[config.mk]
export PLATFORM = sky130hd
export DESIGN_NAME = speed_pulse_period_monitor
export DESIGN_NICKNAME = d
export VERILOG_FILES = /design/src/hw/rtl/sppm_pkg.sv /design/src/hw/rtl/sppm_ram.sv /design/src/hw/rtl/sppm_queue.sv /design/src/hw/rtl/sppm_front.sv /design/src/hw/rtl/sppm_back.sv /design/src/hw/rtl/speed_pulse_period_monitor.sv
export SDC_FILE = /design/constraint.sdc
export NUM_CORES = 2
export LEC_CHECK = 0
export ABC_AREA = 1
export ABC_CLOCK_PERIOD_IN_PS = 18000
export BUFFER_PORTS_ARGS = -buffer_cell sky130_fd_sc_hd__buf_2
export CORE_UTILIZATION = 60
export DETAILED_ROUTE_END_ITERATION = 8
export PLACE_DENSITY = 0.8
export REMOVE_ABC_BUFFERS = 1
export SLEW_MARGIN = 20
export SYNTH_ARGS = -nofsm -noshare
export SYNTH_HDL_FRONTEND = slang
export SYNTH_SLANG_ARGS = --single-unit
[constraint.sdc]
create_clock -name clk -period 18 [get_ports clk]
set_input_delay 1.8 -clock clk [delete_from_list [all_inputs] [get_ports clk]]
set_output_delay 1.8 -clock clk [all_outputs]
set_load 0.05 [all_outputs]
[src/hw/rtl/sppm_pkg.sv]
// Package for the speed pulse period monitor.
// Constants, register indexes, report kinds and the shared struct types.
// No dependencies.
`timescale 1ns / 1ps
`default_nettype none
package sppm_pkg;

  localparam int ENTRY_SLOTS_DEF = 32;
  localparam int AVG_COUNT_DEF   = 6;

  localparam int TIMER_W = 10;
  localparam int MARK_W  = 24;
  localparam int COUNT_W = 7;
  localparam int DELTA_W = 6;
  localparam int QUEUE_DEPTH = 2;
  localparam int QPTR_W  = 1;
  localparam int CFG_AW  = 5;

  localparam logic [DELTA_W-1:0] DELTA_CAP = 6'd32;

  localparam logic [1:0] KIND_LIFE  = 2'd0;
  localparam logic [1:0] KIND_ENTRY = 2'd1;
  localparam logic [1:0] KIND_AVG   = 2'd2;

  localparam logic [2:0] REG_AVG_INTERVAL  = 3'd0;
  localparam logic [2:0] REG_STOP_TIMEOUT  = 3'd1;
  localparam logic [2:0] REG_SEND_INTERVAL = 3'd2;
  localparam logic [2:0] REG_LIFE_INTERVAL = 3'd3;
  localparam logic [2:0] REG_STOP_MARKER   = 3'd4;
  localparam logic [2:0] REG_STOP_FILL     = 3'd5;

  localparam logic [TIMER_W-1:0] RST_AVG_INTERVAL  = 10'd20;
  localparam logic [TIMER_W-1:0] RST_STOP_TIMEOUT  = 10'd750;
  localparam logic [TIMER_W-1:0] RST_SEND_INTERVAL = 10'd50;
  localparam logic [TIMER_W-1:0] RST_LIFE_INTERVAL = 10'd5;
  localparam logic [MARK_W-1:0]  RST_STOP_MARKER   = 24'h000000;
  localparam logic [MARK_W-1:0]  RST_STOP_FILL     = 24'hFFFFFF;

  typedef struct packed {
    logic [TIMER_W-1:0] avg_interval;
    logic [TIMER_W-1:0] stop_timeout;
    logic [TIMER_W-1:0] send_interval;
    logic [TIMER_W-1:0] life_interval;
    logic [MARK_W-1:0]  stop_marker;
    logic [MARK_W-1:0]  stop_fill;
  } cfg_t;

  typedef struct packed {
    logic               have_life;
    logic [15:0]        life_val;
    logic               have_avg;
    logic [31:0]        avg_val;
    logic               have_send;
    logic [COUNT_W-1:0] send_count;
    logic               bank;
    logic [31:0]        latest;
  } desc_t;

endpackage
`default_nettype wire

[src/hw/rtl/sppm_ram.sv]
// Generic single write port, single read port RAM with registered read.
// No dependencies.
`timescale 1ns / 1ps
`default_nettype none
module sppm_ram #(
  parameter int WIDTH = 32,
  parameter int DEPTH = 64
) (
  input  wire logic                     clk,
  input  wire logic                     we,
  input  wire logic [$clog2(DEPTH)-1:0] waddr,
  input  wire logic [WIDTH-1:0]         wdata,
  input  wire logic [$clog2(DEPTH)-1:0] raddr,
  output logic      [WIDTH-1:0]         rdata_r
);
  logic [WIDTH-1:0] mem [DEPTH];

  always_ff @(posedge clk) begin
    if (we) begin
      mem[waddr] <= wdata;
    end
    rdata_r <= mem[raddr];
  end
endmodule
`default_nettype wire

[src/hw/rtl/sppm_queue.sv]
// Short descriptor queue between the front and back parts.
// Depends on sppm_pkg.
`timescale 1ns / 1ps
`default_nettype none
module sppm_queue (
  input  wire logic          clk,
  input  wire logic          rst_n,
  input  wire logic          push,
  input  sppm_pkg::desc_t    din,
  output logic               full,
  input  wire logic          pop,
  output sppm_pkg::desc_t    dout,
  output logic               empty
);
  sppm_pkg::desc_t mem_r [sppm_pkg::QUEUE_DEPTH];
  logic [sppm_pkg::QPTR_W-1:0] wr_r, rd_r;
  logic [sppm_pkg::QPTR_W:0]   cnt_r;

  assign full  = (cnt_r == (sppm_pkg::QPTR_W+1)'(sppm_pkg::QUEUE_DEPTH));
  assign empty = (cnt_r == '0);
  assign dout  = mem_r[rd_r];

  always_ff @(posedge clk) begin
    if (push) begin
      mem_r[wr_r] <= din;
    end
    if (!rst_n) begin
      wr_r  <= '0;
      rd_r  <= '0;
      cnt_r <= '0;
    end else begin
      if (push) begin
        wr_r <= wr_r + 1'b1;
      end
      if (pop) begin
        rd_r <= rd_r + 1'b1;
      end
      cnt_r <= cnt_r + (sppm_pkg::QPTR_W+1)'(push) - (sppm_pkg::QPTR_W+1)'(pop);
    end
  end
endmodule
`default_nettype wire

[src/hw/rtl/sppm_front.sv]
// Front part: accepts sample words, updates period, timer and averaging state,
// fills the period entry buffer and queues a report descriptor when one is due.
// Depends on sppm_pkg.
`timescale 1ns / 1ps
`default_nettype none
module sppm_front #(
  parameter int ENTRY_SLOTS = sppm_pkg::ENTRY_SLOTS_DEF,
  parameter int AVG_COUNT   = sppm_pkg::AVG_COUNT_DEF
) (
  input  wire logic        clk,
  input  wire logic        rst_n,
  input  wire logic        in_valid,
  output logic             in_ready,
  input  wire logic [15:0] in_captured,
  input  wire logic        in_overflow,
  input  wire logic [15:0] in_edges,
  input  sppm_pkg::cfg_t   cfg,
  output logic             q_push,
  output sppm_pkg::desc_t  q_desc,
  input  wire logic        q_full,
  input  wire logic        send_done,
  output logic             ram_we,
  output logic [((ENTRY_SLOTS > 1) ? $clog2(ENTRY_SLOTS) : 1):0] ram_waddr,
  output logic [31:0]      ram_wdata
);
  localparam int SW = (ENTRY_SLOTS > 1) ? $clog2(ENTRY_SLOTS) : 1;
  localparam int CW = $clog2(ENTRY_SLOTS + 1);
  localparam int UW = $clog2(AVG_COUNT + 1);
  localparam int DW = sppm_pkg::DELTA_W;
  localparam int TW = sppm_pkg::TIMER_W;
  localparam int RL = $clog2(AVG_COUNT);
  localparam logic [63:0] RECIP =
    ((64'd1 << (32 + RL)) + 64'(AVG_COUNT) - 64'd1) / 64'(AVG_COUNT);

  typedef enum logic [2:0] {S_IDLE, S_EDGE, S_FILL, S_EVT, S_DIV, S_PUSH} state_t;

  function automatic logic [DW-1:0] edge_delta(input logic [15:0] old, input logic [15:0] now);
    logic [15:0] d;
    d = old - now;
    edge_delta = (d >= 16'(sppm_pkg::DELTA_CAP)) ? sppm_pkg::DELTA_CAP : DW'(d);
  endfunction

  state_t          state_r;
  logic [15:0]     cap_r, cnt_r;
  logic            ovfin_r;
  logic [7:0]      ovf_cnt_r;
  logic [15:0]     prev_slow_r, prev_fast_r;
  logic [CW-1:0]   used_r;
  logic [31:0]     latest_r;
  logic [UW-1:0]   avg_used_r;
  logic [31:0]     avg_sum_r;
  logic            moving_r;
  logic [TW-1:0]   t_avg_r, t_stop_r, t_send_r, t_life_r;
  logic            phase_r;
  logic [15:0]     life_acc_r;
  logic [DW-1:0]   fill_left_r;
  logic [31:0]     val_r;
  logic            bank_r;
  logic            inflight_r;
  sppm_pkg::desc_t desc_r;
  logic [31:0]     div_x_r;
  logic [47:0]     div_lo_r;
  logic            div_step_r;

  logic [DW-1:0]   d_slow, d_fast;
  logic [7:0]      ovf_inc;
  logic [31:0]     val;
  logic [15:0]     life_sum;
  logic            avg_fire, send_fire, fill_go;
  logic [TW-1:0]   t_avg_z, t_send_z;
  logic [31:0]     sample, sum_n;
  logic            is_stop, moving_n;
  logic [UW-1:0]   used_inc;
  logic [47:0]     prod_lo;
  logic [48:0]     prod_hi;
  logic [64:0]     prod_sum;

  assign d_slow   = edge_delta(prev_slow_r, cnt_r);
  assign d_fast   = edge_delta(prev_fast_r, cnt_r);
  assign ovf_inc  = (ovfin_r && ovf_cnt_r != 8'hFF) ? ovf_cnt_r + 8'd1 : ovf_cnt_r;
  assign val      = (32'(ovf_inc) << 16) - 32'(ovf_inc) + 32'(cap_r) + 32'd1;
  assign life_sum = life_acc_r + 16'(d_fast);
  assign avg_fire  = (t_avg_r >= cfg.avg_interval);
  assign send_fire = (t_send_r >= cfg.send_interval);
  assign t_avg_z  = avg_fire ? '0 : t_avg_r;
  assign t_send_z = send_fire ? '0 : t_send_r;
  assign is_stop  = (latest_r == 32'(cfg.stop_marker));
  assign sample   = is_stop ? 32'(cfg.stop_fill) : latest_r;
  assign sum_n    = avg_sum_r + sample;
  assign moving_n = moving_r | !is_stop;
  assign used_inc = avg_used_r + UW'(1);
  assign prod_lo  = 48'(div_x_r) * 48'(RECIP[15:0]);
  assign prod_hi  = 49'(div_x_r) * 49'(RECIP[32:16]);
  assign prod_sum = 65'(div_lo_r) + {prod_hi, 16'h0000};

  assign in_ready  = (state_r == S_IDLE) && !q_full;
  assign fill_go   = (fill_left_r != '0) && (used_r < CW'(ENTRY_SLOTS));
  assign ram_we    = (state_r == S_FILL) && fill_go;
  assign ram_waddr = {bank_r, used_r[SW-1:0]};
  assign ram_wdata = val_r;
  assign q_push    = (state_r == S_PUSH) &&
                     (desc_r.have_life || desc_r.have_avg || desc_r.have_send);
  assign q_desc    = desc_r;

  always_ff @(posedge clk) begin
    if (!rst_n) begin
      state_r     <= S_IDLE;
      ovf_cnt_r   <= '0;
      prev_slow_r <= 16'hFFFF;
      prev_fast_r <= 16'hFFFF;
      used_r      <= '0;
      latest_r    <= 32'(sppm_pkg::RST_STOP_MARKER);
      avg_used_r  <= '0;
      avg_sum_r   <= '0;
      moving_r    <= 1'b0;
      t_avg_r     <= '0;
      t_stop_r    <= '0;
      t_send_r    <= '0;
      t_life_r    <= '0;
      phase_r     <= 1'b1;
      life_acc_r  <= '0;
      fill_left_r <= '0;
      bank_r      <= 1'b0;
      inflight_r  <= 1'b0;
    end else begin
      if (send_done) begin
        inflight_r <= 1'b0;
      end
      unique case (state_r)
        S_IDLE: begin
          if (in_valid && in_ready) begin
            cap_r   <= in_captured;
            ovfin_r <= in_overflow;
            cnt_r   <= in_edges;
            state_r <= S_EDGE;
          end
        end
        S_EDGE: begin
          if (!phase_r) begin
            if (prev_slow_r == cnt_r) begin
              ovf_cnt_r   <= ovf_inc;
              fill_left_r <= '0;
              if (used_r < CW'(ENTRY_SLOTS) && t_stop_r >= cfg.stop_timeout) begin
                latest_r <= 32'(cfg.stop_marker);
              end
            end else begin
              val_r       <= val;
              fill_left_r <= d_slow;
              latest_r    <= val;
              ovf_cnt_r   <= '0;
              t_stop_r    <= '0;
            end
            prev_slow_r <= cnt_r;
          end else begin
            ovf_cnt_r   <= ovf_inc;
            fill_left_r <= '0;
          end
          phase_r <= !phase_r;
          if (t_life_r >= cfg.life_interval) begin
            desc_r.have_life <= 1'b1;
            desc_r.life_val  <= life_sum;
            life_acc_r       <= '0;
            t_life_r         <= '0;
          end else begin
            desc_r.have_life <= 1'b0;
            life_acc_r       <= life_sum;
          end
          prev_fast_r      <= cnt_r;
          desc_r.have_avg  <= 1'b0;
          desc_r.have_send <= 1'b0;
          state_r          <= S_FILL;
        end
        S_FILL: begin
          if (fill_go) begin
            used_r      <= used_r + CW'(1);
            fill_left_r <= fill_left_r - DW'(1);
          end else begin
            state_r <= S_EVT;
          end
        end
        S_EVT: begin
          // hold a due send while the other bank still drains
          if (!(send_fire && inflight_r)) begin
            state_r       <= S_PUSH;
            desc_r.latest <= latest_r;
            if (avg_fire) begin
              if (avg_used_r < UW'(AVG_COUNT)) begin
                if (used_inc >= UW'(AVG_COUNT)) begin
                  desc_r.have_avg <= 1'b1;
                  avg_used_r      <= '0;
                  avg_sum_r       <= '0;
                  moving_r        <= 1'b0;
                  if (moving_n) begin
                    div_x_r    <= sum_n;
                    div_step_r <= 1'b0;
                    state_r    <= S_DIV;
                  end else begin
                    desc_r.avg_val <= 32'(cfg.stop_marker);
                  end
                end else begin
                  avg_used_r <= used_inc;
                  avg_sum_r  <= sum_n;
                  moving_r   <= moving_n;
                end
              end else begin
                avg_used_r <= '0;
              end
            end
            if (send_fire) begin
              desc_r.have_send  <= 1'b1;
              desc_r.send_count <= sppm_pkg::COUNT_W'(used_r);
              desc_r.bank       <= bank_r;
              bank_r            <= !bank_r;
              used_r            <= '0;
            end
            t_avg_r  <= (t_avg_z < cfg.avg_interval) ? t_avg_z + TW'(1) : t_avg_z;
            t_send_r <= (t_send_z < cfg.send_interval) ? t_send_z + TW'(1) : t_send_z;
            t_stop_r <= (t_stop_r < cfg.stop_timeout) ? t_stop_r + TW'(1) : t_stop_r;
            t_life_r <= (t_life_r < cfg.life_interval) ? t_life_r + TW'(1) : t_life_r;
          end
        end
        S_DIV: begin
          // multiply by the reciprocal in two halves, then take the high bits
          if (!div_step_r) begin
            div_lo_r   <= prod_lo;
            div_step_r <= 1'b1;
          end else begin
            desc_r.avg_val <= 32'(prod_sum >> (32 + RL));
            state_r        <= S_PUSH;
          end
        end
        S_PUSH: begin
          if (q_push && desc_r.have_send) begin
            inflight_r <= 1'b1;
          end
          state_r <= S_IDLE;
        end
        default: state_r <= S_IDLE;
      endcase
    end
  end
endmodule
`default_nettype wire

[src/hw/rtl/sppm_back.sv]
// Back part: pops report descriptors and drives the result words,
// reading buffered period entries from the entry RAM.
// Depends on sppm_pkg.
`timescale 1ns / 1ps
`default_nettype none
module sppm_back #(
  parameter int ENTRY_SLOTS = sppm_pkg::ENTRY_SLOTS_DEF
) (
  input  wire logic        clk,
  input  wire logic        rst_n,
  input  wire logic        q_empty,
  output logic             q_pop,
  input  sppm_pkg::desc_t  q_desc,
  output logic [((ENTRY_SLOTS > 1) ? $clog2(ENTRY_SLOTS) : 1):0] ram_raddr,
  input  wire logic [31:0] ram_rdata,
  output logic             send_done,
  output logic             out_valid,
  input  wire logic        out_ready,
  output logic [1:0]       out_kind,
  output logic [31:0]      out_value,
  output logic [4:0]       out_index,
  output logic [5:0]       out_filled,
  output logic [31:0]      out_latest,
  output logic             out_last
);
  localparam int SW = (ENTRY_SLOTS > 1) ? $clog2(ENTRY_SLOTS) : 1;

  typedef enum logic [2:0] {B_IDLE, B_LIFE, B_AVG, B_RD, B_DAT} state_t;

  state_t          state_r;
  sppm_pkg::desc_t desc_r;
  logic [SW-1:0]   eidx_r;
  logic            ovalid_r;
  logic [1:0]      kind_r;
  logic [31:0]     value_r;
  logic [4:0]      index_r;
  logic [5:0]      filled_r;
  logic [31:0]     latest_r;
  logic            last_r;
  logic            can_load, eidx_last, load_word;

  assign can_load  = !ovalid_r || out_ready;
  assign eidx_last = (eidx_r == SW'(ENTRY_SLOTS - 1));
  assign load_word = can_load && ((state_r == B_LIFE && desc_r.have_life) ||
                                  (state_r == B_AVG && desc_r.have_avg) ||
                                  (state_r == B_DAT));
  assign q_pop     = (state_r == B_IDLE) && !q_empty;
  assign ram_raddr = {desc_r.bank, eidx_r};
  assign send_done = (state_r == B_DAT) && can_load && eidx_last;

  assign out_valid  = ovalid_r;
  assign out_kind   = kind_r;
  assign out_value  = value_r;
  assign out_index  = index_r;
  assign out_filled = filled_r;
  assign out_latest = latest_r;
  assign out_last   = last_r;

  always_ff @(posedge clk) begin
    if (!rst_n) begin
      state_r  <= B_IDLE;
      ovalid_r <= 1'b0;
      eidx_r   <= '0;
    end else begin
      if (ovalid_r && out_ready && !load_word) begin
        ovalid_r <= 1'b0;
      end
      unique case (state_r)
        B_IDLE: begin
          if (q_pop) begin
            desc_r  <= q_desc;
            eidx_r  <= '0;
            state_r <= B_LIFE;
          end
        end
        B_LIFE: begin
          if (!desc_r.have_life) begin
            state_r <= B_AVG;
          end else if (can_load) begin
            ovalid_r <= 1'b1;
            kind_r   <= sppm_pkg::KIND_LIFE;
            value_r  <= 32'(desc_r.life_val);
            index_r  <= '0;
            filled_r <= '0;
            latest_r <= desc_r.latest;
            last_r   <= !desc_r.have_avg && !desc_r.have_send;
            state_r  <= B_AVG;
          end
        end
        B_AVG: begin
          if (!desc_r.have_avg) begin
            state_r <= desc_r.have_send ? B_RD : B_IDLE;
          end else if (can_load) begin
            ovalid_r <= 1'b1;
            kind_r   <= sppm_pkg::KIND_AVG;
            value_r  <= desc_r.avg_val;
            index_r  <= '0;
            filled_r <= '0;
            latest_r <= desc_r.latest;
            last_r   <= !desc_r.have_send;
            state_r  <= desc_r.have_send ? B_RD : B_IDLE;
          end
        end
        B_RD: begin
          state_r <= B_DAT;
        end
        B_DAT: begin
          if (can_load) begin
            ovalid_r <= 1'b1;
            kind_r   <= sppm_pkg::KIND_ENTRY;
            value_r  <= (sppm_pkg::COUNT_W'(eidx_r) < desc_r.send_count) ? ram_rdata : '0;
            index_r  <= 5'(eidx_r);
            filled_r <= 6'(desc_r.send_count);
            latest_r <= desc_r.latest;
            last_r   <= eidx_last;
            if (eidx_last) begin
              state_r <= B_IDLE;
            end else begin
              eidx_r  <= eidx_r + SW'(1);
              state_r <= B_RD;
            end
          end
        end
        default: state_r <= B_IDLE;
      endcase
    end
  end
endmodule
`default_nettype wire

[src/hw/rtl/speed_pulse_period_monitor.sv]
// Top level of the speed pulse period monitor: configuration registers,
// front part, descriptor queue, double-banked entry RAM and back part.
// Depends on sppm_pkg, sppm_front, sppm_queue, sppm_ram, sppm_back.
`timescale 1ns / 1ps
`default_nettype none
// One input word is one 2 ms sample. The front part takes a word in its idle
// state and passes it through the edge, fill, event and push states, writing
// one period entry per fill step into the entry RAM (up to 32), and does a
// reciprocal multiplication when an average completes; it takes no new word
// before it is back in idle. The back part sends each lifetime or average
// word and, after a RAM read, each buffer entry; the two parts run apart
// through a two-deep descriptor queue, and the entry RAM has two banks so a
// buffer drains while the next one fills. A word that triggers a new buffer
// emission waits in the front part until the previous emission has drained.
// No clearing pass after reset: unfilled entries read as zero by fill count.
module speed_pulse_period_monitor #(
  parameter int ENTRY_SLOTS = sppm_pkg::ENTRY_SLOTS_DEF,
  parameter int AVG_COUNT   = sppm_pkg::AVG_COUNT_DEF
) (
  input  wire logic        clk,
  input  wire logic        rst_n,
  input  wire logic        in_tvalid,
  output logic             in_tready,
  input  wire logic [31:0] in_tdata,   // captured_period[15:0], edge_counter[31:16]
  input  wire logic [0:0]  in_tuser,   // overflow_seen[0]
  output logic             out_tvalid,
  input  wire logic        out_tready,
  output logic [79:0]      out_tdata,  // report_value[31:0], entry_index[36:32],
                                       // entries_filled[42:37], latest_period[74:43]
  output logic [1:0]       out_tuser,  // report_kind[1:0]
  output logic             out_tlast,
  input  wire logic        cfg_psel,
  input  wire logic        cfg_penable,
  input  wire logic        cfg_pwrite,
  input  wire logic [sppm_pkg::CFG_AW-1:0] cfg_paddr,
  input  wire logic [31:0] cfg_pwdata,
  output logic [31:0]      cfg_prdata,
  output logic             cfg_pready
);
  localparam int SW = (ENTRY_SLOTS > 1) ? $clog2(ENTRY_SLOTS) : 1;
  localparam int AW = SW + 1;

  sppm_pkg::cfg_t  cfg_r;
  sppm_pkg::desc_t q_in, q_out;
  logic            q_push, q_full, q_pop, q_empty;
  logic            send_done, ram_we;
  logic [AW-1:0]   ram_waddr, ram_raddr;
  logic [31:0]     ram_wdata, ram_rdata;
  logic [2:0]      reg_idx;
  logic            cfg_wr;
  logic [1:0]      kind;
  logic [31:0]     value, latest;
  logic [4:0]      index;
  logic [5:0]      filled;

  assign reg_idx    = cfg_paddr[4:2];
  assign cfg_pready = 1'b1;
  assign cfg_wr     = cfg_psel && cfg_penable && cfg_pwrite && cfg_pready;

  always_ff @(posedge clk) begin
    if (!rst_n) begin
      cfg_r.avg_interval  <= sppm_pkg::RST_AVG_INTERVAL;
      cfg_r.stop_timeout  <= sppm_pkg::RST_STOP_TIMEOUT;
      cfg_r.send_interval <= sppm_pkg::RST_SEND_INTERVAL;
      cfg_r.life_interval <= sppm_pkg::RST_LIFE_INTERVAL;
      cfg_r.stop_marker   <= sppm_pkg::RST_STOP_MARKER;
      cfg_r.stop_fill     <= sppm_pkg::RST_STOP_FILL;
    end else if (cfg_wr) begin
      unique case (reg_idx)
        sppm_pkg::REG_AVG_INTERVAL:  cfg_r.avg_interval  <= cfg_pwdata[9:0];
        sppm_pkg::REG_STOP_TIMEOUT:  cfg_r.stop_timeout  <= cfg_pwdata[9:0];
        sppm_pkg::REG_SEND_INTERVAL: cfg_r.send_interval <= cfg_pwdata[9:0];
        sppm_pkg::REG_LIFE_INTERVAL: cfg_r.life_interval <= cfg_pwdata[9:0];
        sppm_pkg::REG_STOP_MARKER:   cfg_r.stop_marker   <= cfg_pwdata[23:0];
        sppm_pkg::REG_STOP_FILL:     cfg_r.stop_fill     <= cfg_pwdata[23:0];
        default: ;
      endcase
    end
  end

  always_comb begin
    unique case (reg_idx)
      sppm_pkg::REG_AVG_INTERVAL:  cfg_prdata = 32'(cfg_r.avg_interval);
      sppm_pkg::REG_STOP_TIMEOUT:  cfg_prdata = 32'(cfg_r.stop_timeout);
      sppm_pkg::REG_SEND_INTERVAL: cfg_prdata = 32'(cfg_r.send_interval);
      sppm_pkg::REG_LIFE_INTERVAL: cfg_prdata = 32'(cfg_r.life_interval);
      sppm_pkg::REG_STOP_MARKER:   cfg_prdata = 32'(cfg_r.stop_marker);
      sppm_pkg::REG_STOP_FILL:     cfg_prdata = 32'(cfg_r.stop_fill);
      default:                     cfg_prdata = '0;
    endcase
  end

  sppm_front #(.ENTRY_SLOTS(ENTRY_SLOTS), .AVG_COUNT(AVG_COUNT)) u_front (
    .clk(clk), .rst_n(rst_n),
    .in_valid(in_tvalid), .in_ready(in_tready),
    .in_captured(in_tdata[15:0]), .in_overflow(in_tuser[0]), .in_edges(in_tdata[31:16]),
    .cfg(cfg_r),
    .q_push(q_push), .q_desc(q_in), .q_full(q_full),
    .send_done(send_done),
    .ram_we(ram_we), .ram_waddr(ram_waddr), .ram_wdata(ram_wdata)
  );

  sppm_queue u_queue (
    .clk(clk), .rst_n(rst_n),
    .push(q_push), .din(q_in), .full(q_full),
    .pop(q_pop), .dout(q_out), .empty(q_empty)
  );

  sppm_ram #(.WIDTH(32), .DEPTH(2 ** AW)) u_ram (
    .clk(clk), .we(ram_we), .waddr(ram_waddr), .wdata(ram_wdata),
    .raddr(ram_raddr), .rdata_r(ram_rdata)
  );

  sppm_back #(.ENTRY_SLOTS(ENTRY_SLOTS)) u_back (
    .clk(clk), .rst_n(rst_n),
    .q_empty(q_empty), .q_pop(q_pop), .q_desc(q_out),
    .ram_raddr(ram_raddr), .ram_rdata(ram_rdata),
    .send_done(send_done),
    .out_valid(out_tvalid), .out_ready(out_tready),
    .out_kind(kind), .out_value(value), .out_index(index),
    .out_filled(filled), .out_latest(latest), .out_last(out_tlast)
  );

  assign out_tuser = kind;
  assign out_tdata = {5'b0, latest, filled, index, value};

  a_front_busy: assert property (@(posedge clk) disable iff (!rst_n)
    in_tvalid && in_tready |=> !in_tready)
    else $error("front took a second word without processing the first");

  a_entry_last: assert property (@(posedge clk) disable iff (!rst_n)
    out_tvalid && out_tlast && out_tuser == sppm_pkg::KIND_ENTRY
      |-> out_tdata[36:32] == 5'(ENTRY_SLOTS - 1))
    else $error("buffer emission ended before the last slot");

  a_entry_fill: assert property (@(posedge clk) disable iff (!rst_n)
    out_tvalid && out_tuser == sppm_pkg::KIND_ENTRY
      |-> out_tdata[42:37] <= 6'(ENTRY_SLOTS))
    else $error("fill count beyond buffer size");

endmodule
`default_nettype wire

# Yosys cells after proc, flatten, opt, wreduce, memory -nomap -nowiden
# Memories as Yosys holds them, arrays and structs flattened. A register that Yosys moved wholly into a read port is not among the register bits.
# Cells that the tools add are included.
[classes]
bitwise_logic = 5
n_reduce_logical = 80
add_sub_neg = 21
muxes = 119
n_mul = 2
n_lt_le_gt_ge = 14
eq_ne = 45
[op_table]
columns = ["operator", "n"]
rows = [
  ["$mux W32", 15],
  ["$pmux W32 S3", 2],
  ["$pmux W24 S6", 1],
  ["$mux W10", 11],
  ["$mux W33", 3],
  ["$mux W74", 1],
  ["$mux W6", 12],
  ["$add A47 B65 Y65", 1],
  ["$pmux W32 S2", 1],
  ["$mul A32 B17 Y49 const B", 1],
  ["$mul A32 B14 Y46 const B", 1],
  ["$mux W3", 15],
  ["$add A10 B1 Y10 const B", 4],
  ["$ge A10 B10 Y1", 4],
  ["$lt A10 B10 Y1", 4],
  ["$pmux W10 S2", 2],
  ["$reduce_and A4 Y1", 10],
  ["$mux W5", 7],
  ["$add A32 B1 Y32 const B", 1],
  ["$add A32 B16 Y32", 1],
  ["$add A32 B32 Y32", 1],
  ["$eq A32 B24 Y1", 1],
  ["$ge A16 B6 Y1 const B", 2],
  ["$sub A16 B16 Y16", 2],
  ["other kinds (53)", 183],
]
[word_totals]
ramBits = 2228
output_inout_bits = 118
n_memories = 2
ff_bits = 602
input_bits = 77
elab_cells = 340
[mem_list]
columns = ["name", "depth", "width", "read_ports", "rd_ports_with_merged_regs", "write_ports", "line", "source"]
rows = [
  ["u_ram.mem", 64, 32, 1, 1, 1, "sppm_ram.sv:16", "logic [WIDTH-1:0] mem [DEPTH];"],
  ["u_queue.mem_r", 2, 90, 1, 1, 1, "sppm_queue.sv:15", "sppm_pkg::desc_t mem_r [sppm_pkg::QUEUE_DEPTH];"],
]

# Logic depth before layout (Yosys ltp)
[depth]
word_depth = 11
depth_mapped = 37
depth_no_buf = 37

# Hierarchy
# A second synthesis with hierarchy kept.
[hier_totals]
cells_unflattened = 13142
hier_area_um2 = 139766.5
[by_module_without_submodules]
columns = ["module", "seq_area_each_um2", "cells_per_inst", "area_per_inst_um2", "n_inst"]
rows = [
  ["sppm_ram", 62139.6, 6785, 82785.6, 1],
  ["sppm_front", 9759.4, 4879, 38438.1, 1],
  ["sppm_queue", 5565.3, 316, 7244.4, 1],
  ["sppm_back", 5255.0, 492, 6729.0, 1],
  ["speed_pulse_period_monitor", 1761.7, 670, 4569.4, 1],
]

# Worst setup path after synthesis
# Ideal clock, no wire load.
[synth_path]
path_type = "input-to-reg"
from = "input out_tready"
to = "register u_back.desc_r[0] (netlist name), enable pin"
setup_time_ns = 0.537
t_required_ns = 17.463
t_arrival_ns = 6.145
path_stages = 8
slack_ns = 11.317
cell_sequence = "nor2_1 -> nand2_1 -> nand2_1 -> nor2_1 -> inv_1 -> nor2_1 -> inv_1 -> nor2_1"
[synth_rtl]
columns = ["item", "line", "source"]
rows = [
  ["start: declaration", "speed_pulse_period_monitor.sv:27", "input wire logic out_tready,"],
  ["end signal: assignment", "sppm_back.sv:71", "desc_r <= q_desc;"],
  ["end: declaration", "sppm_back.sv:31", "sppm_pkg::desc_t desc_r;"],
]

# Worst setup path after layout
[layout_path]
from = "register u_front.div_x_r[1]"
to = "register u_front.desc_r (netlist bit u_front.q_desc[70]) (data pin)"
[layout_between]
elab_chain_len = 4
[layout_rtl]
columns = ["item", "line", "source"]
rows = [
  ["start: declaration", "sppm_front.sv:61", "logic [31:0] div_x_r;"],
  ["start signal: assignment", "sppm_front.sv:194", "div_x_r <= sum_n;"],
  ["$mul A32 B17 Y49", "sppm_front.sv:93", "assign prod_hi = 49'(div_x_r) * 49'(RECIP[32:16]);"],
  ["$add A47 B65 Y65", "sppm_front.sv:94", "assign prod_sum = 65'(div_lo_r) + {prod_hi, 16'h0000};"],
  ["$mux W32", "sppm_front.sv:224", "if (!div_step_r) begin"],
  ["$pmux W32 S2", "sppm_front.sv:129", "unique case (state_r)"],
  ["end: declaration", "sppm_front.sv:60", "sppm_pkg::desc_t desc_r;"],
]
# No other way between the ends. The select of a mux whose other input is x is not followed.
# A chain may end at the register's enable or synchronous reset.

==> results by group <==
STA
  – Worst slew margin: 16.5%
  – Setup TNS: 0 ps
  – Final hold vios: 0
  – Fmax: 123 MHz
  – RSZ-0062 raised after global routing: no
  – Period utilisation layout: 45.3%
  – Final critical-path required period: 8150 ps
  – Slew Viols, Final: 0
  – Final setup viols: 0
  – Final Skew: 73.7 ps
  – Slew @ Worst Pin: 1250 ps

Clock network
  – Worst-Skew Late Latency: 950 ps
  – Setup Buffers After CTS: 0
  – Root buffer cell: clkbuf_16
  – Maximum buffer depth of the clock tree: 4
  – H-Tree Depth: 5
  – Clock slew at reported path FFs: 60 ps
  – CTS tree: done
  – TritonCTS buffer count: 303
  – PostCTS Resize Cnt: 0
  – Cts hold-fix bufs: 0
  – CTS sink count: 2922

Floorplan
  – Core Area: 225000 um^2
  – Die X: 477 um
  – Initial Util: 60.4%
  – Die ar.: 228000 um^2
  – Die Ht: 477 um
  – IO Pins: 195
  – Row Count: 174

GRT
  – First-pass GRT wire length: 585 mm
  – Largest net degree at the start of global routing: 187
  – GRT Total Usage: 34.5%
  – Vias in the first global route: 96000
  – Initial antenna violation count: 20
  – Gr ovfl total: 0

Layout
  – Synth-to-Final Area Change: 10.2%
  – # nets final: 13100
  – Design Area, Final: 149000 um^2
  – Fin cells: 15500
  – Share of layout cells above drive strength 1: 7.74%

Synthesis
  – Number of synthesized flops with an enable pin: 2607
  – Post-Synth Adder-Cell Area: 8.38%
  – XOR/XNOR share of the synthesized area: 1.37%
  – Post-synthesis mux area share: 0%
  – Simple-gate portion of the synthesized area: 11.0%
  – Largest family of logic cells by synthesized area: compound AO/OA/AOI/OAI gates
  – Mean Syn Cell Area: 11.1 um^2
  – Mapped Area: 136000 um^2
  – Yosys reg bits: 2922
  – Most used DFF post-synth: edfxtp_1
  – Ys Warns: 0
  – Mapped Cells: 12200
  – Netlist cell types: 62
  – Seq/Total Area, Yosys: 62.4%
  – Synth Area in Compound Gates: 12.4%
  – Ys async rst share: 0%

Job
  – Max_cap viols: 0

Worst setup path
  – Crit path required time: 18670 ps
  – Slack of the worst reg-to-reg path: 9850 ps
  – Worst r2r src: u_front.div_x_r[1]
  – Worst EP arrival: 8820 ps
  – Reg-to-reg endpoint: u_front.q_desc[70]
  – Max incr delay on CP: 610 ps
  – Setup CP Type: flop to flop
  – Worst path slowest cell: xor2_1
  – Crit start category: flop
  – Reg2Reg Depth: 31
  – Crit. End Element: flop
  – Max FO, Critical Path: 8

Drt
  – DRC viols: 2
  – Antenna-violating nets left: 0
  – Pre-antenna DRT Iters: 9
  – Avg WL per Cell: 25.9 um
  – Routed WL: 401 mm
  – Vias/cell: 6.37
  – DRT iter0 DRCs: 14200
  – Via count: 98800

Placed design
  – Post-DP HPWL: 248 mm
  – Area post-placement: 140000 um^2
  – Inst Count DP: 15000
  – # port buffers: 170
  – Routability cong.: 0.980

Status
  – Status: finished with violations
  – Failing checks: DRC

Hold path
  – WHS Path Cells: 0
  – Hold endpoint: u_back.out_latest[19]
  – Min-delay src: u_back.desc_r[19]
  – Min-Delay Path Class: flop to flop

Power and ir drop
  – Maximum VDD drop: 0.115 mV
  – Final Total Pwr: 16100 uW
  – Pleak: 0.0556 uW
  – Power density cells: 108 nW/um^2
layout make-up:
| cell class | instances | area, um^2 |
|---|---|---|
| flip-flops and latches | 2922 | 84600 |
| fillers | 15700 | 75200 |
| multi-input cells | 7703 | 45600 |
| clock buffers | 374 | 8110 |
| inverters | 1012 | 3830 |
| well taps | 2992 | 3740 |
| repair buffers | 342 | 2240 |
| clock inverters | 148 | 1350 |
| diodes | 10 | 25.0 |
worst max path at each step:
| stage | startpoint | to | slack [ps] | cells after the start |
|---|---|---|---|---|
| after global placement | u_front.div_x_r[1] | u_front.q_desc[65] | 9990 | 31 |
| after floorplan | u_back.eidx_r[0] | u_ram.rdata_r[14] | -31860 | 7 |
| after detailed placement | u_front.div_x_r[1] | u_front.q_desc[65] | 10010 | 31 |
| after global routing | u_front.div_x_r[10] | u_front.q_desc[70] | 9400 | 29 |
| final | u_front.div_x_r[1] | u_front.q_desc[70] | 9850 | 31 |
| after CTS | u_front.div_x_r[1] | u_front.q_desc[65] | 9980 | 31 |
per-stage QoR:
stage / hold WS (ps) / utilization (%) / setup slack [ps]
global route: 389 / 66.5 / 9400
floorplan: 400 / - / -31860
detailed placement: 407 / 62.3 / 10010
finish: 386 / 66.5 / 9850
CTS: 393 / 66.5 / 9980
global placement: 408 / 62.3 / 9990
worst max-delay path: cells and delay by family (launching register included):
family          cells  cell delay, ps
simple gates       14            1830
fa+ha+maj           8            3660
buf+inv             4             270
compound gates      3             640
flops               1             580
xor+xnor            2             900
cells in the mapped netlist, types with 14 or more instances:
library cell  count  area, um^2
nor4_1           25         156
edfxtp_1       2607       78300
nor3_1           63         315
fa_1            284        5690
nand3_1         260        1300
a21oi_1         503        2520
inv_1           991        3720
nand2_2          25         156
a21o_1           17         128
a32o_1           14         140
o211ai_1         61         458
clkbuf_1        543        2040
a31oi_1          39         244
or2_2            16         100
ha_1            454        5680
buf_2            23         115
o32ai_1          50         438
xor2_1          143        1250
o21bai_1         14         105
dfxtp_1         315        6310
o21a_1           19         143
nand2_1        1286        4830
xnor2_1          63         552
buf_4            15         113
nor2_1         1888        7090
o22ai_1         639        4000
o21ai_0        1634        8180
nand4_1          66         413
routing by layer:
metal  GRT usage [%]  wire length [um]  part of all wire [%]  up-vias
met2            54.6            184000                    46     6594
met1            43.6            141000                    35    47700
li1                -                 -                     -    43200
met5               0                78                 0.019        -
met3            6.98             47100                    12     1313
met4            21.8             29100                   7.3       12
placed cells by master, fill, tap and decap left out, types with 14 or more instances in the layout:
cell,Yosys,layout
a21o_1,17,17
a21oi_1,503,503
a31oi_1,39,39
a32o_1,14,14
buf_2,23,169
buf_4,15,166
bufinv_16,0,22
clkbuf_1,543,54
clkbuf_16,0,311
clkinv_1,7,51
clkinv_2,1,55
conb_1,2,21
dfxtp_1,315,309
edfxtp_1,2607,2607
fa_1,284,284
ha_1,454,454
inv_1,991,988
nand2_1,1286,1285
nand2_2,25,26
nand3_1,260,260
nand4_1,66,66
nor2_1,1888,1817
nor2_2,13,17
nor2_4,8,75
nor3_1,63,57
nor4_1,25,24
o211ai_1,61,61
o21a_1,19,19
o21ai_0,1634,1634
o21bai_1,14,14
o22ai_1,639,639
o32ai_1,50,49
or2_2,16,16
xnor2_1,63,63
xor2_1,143,143
report_power, final:
group | leakage (uW) | switching, uW | internal, uW
Combinational | 0.0249 | 1710 | 505
Clock | 0.00464 | 2570 | 3510
Sequential | 0.0261 | 139 | 7690
kinds of logic after synthesis:
logic type / count (synthesis)
other: 2
flip-flops: 2922
AO/OA/AOI/OAI: 3048
XOR/XNOR: 209
adder cells (fa/ha/maj): 738
buffers and inverters: 1606
AND/OR/NAND/NOR: 3687
flip-flops by register name, indices dropped and copies added (netlist names), 16 cells and up:
register             flops
u_ram.mem             2048
u_queue.mem_r          176
cfg_r                   88
u_front.q_desc          88
u_back.desc_r           87
u_back.out_latest       32
u_back.out_value        32
u_front.avg_sum_r       32
u_front.div_x_r         32
u_front.latest_r        32
u_front.ram_wdata       32
u_ram.rdata_r           32
u_front.div_lo_r        31
u_front.cap_r           16
u_front.cnt_r           16
u_front.life_acc_r      16
u_front.prev_fast_r     16
u_front.prev_slow_r     16
Note: power is estimated with default switching activity, not from simulation.
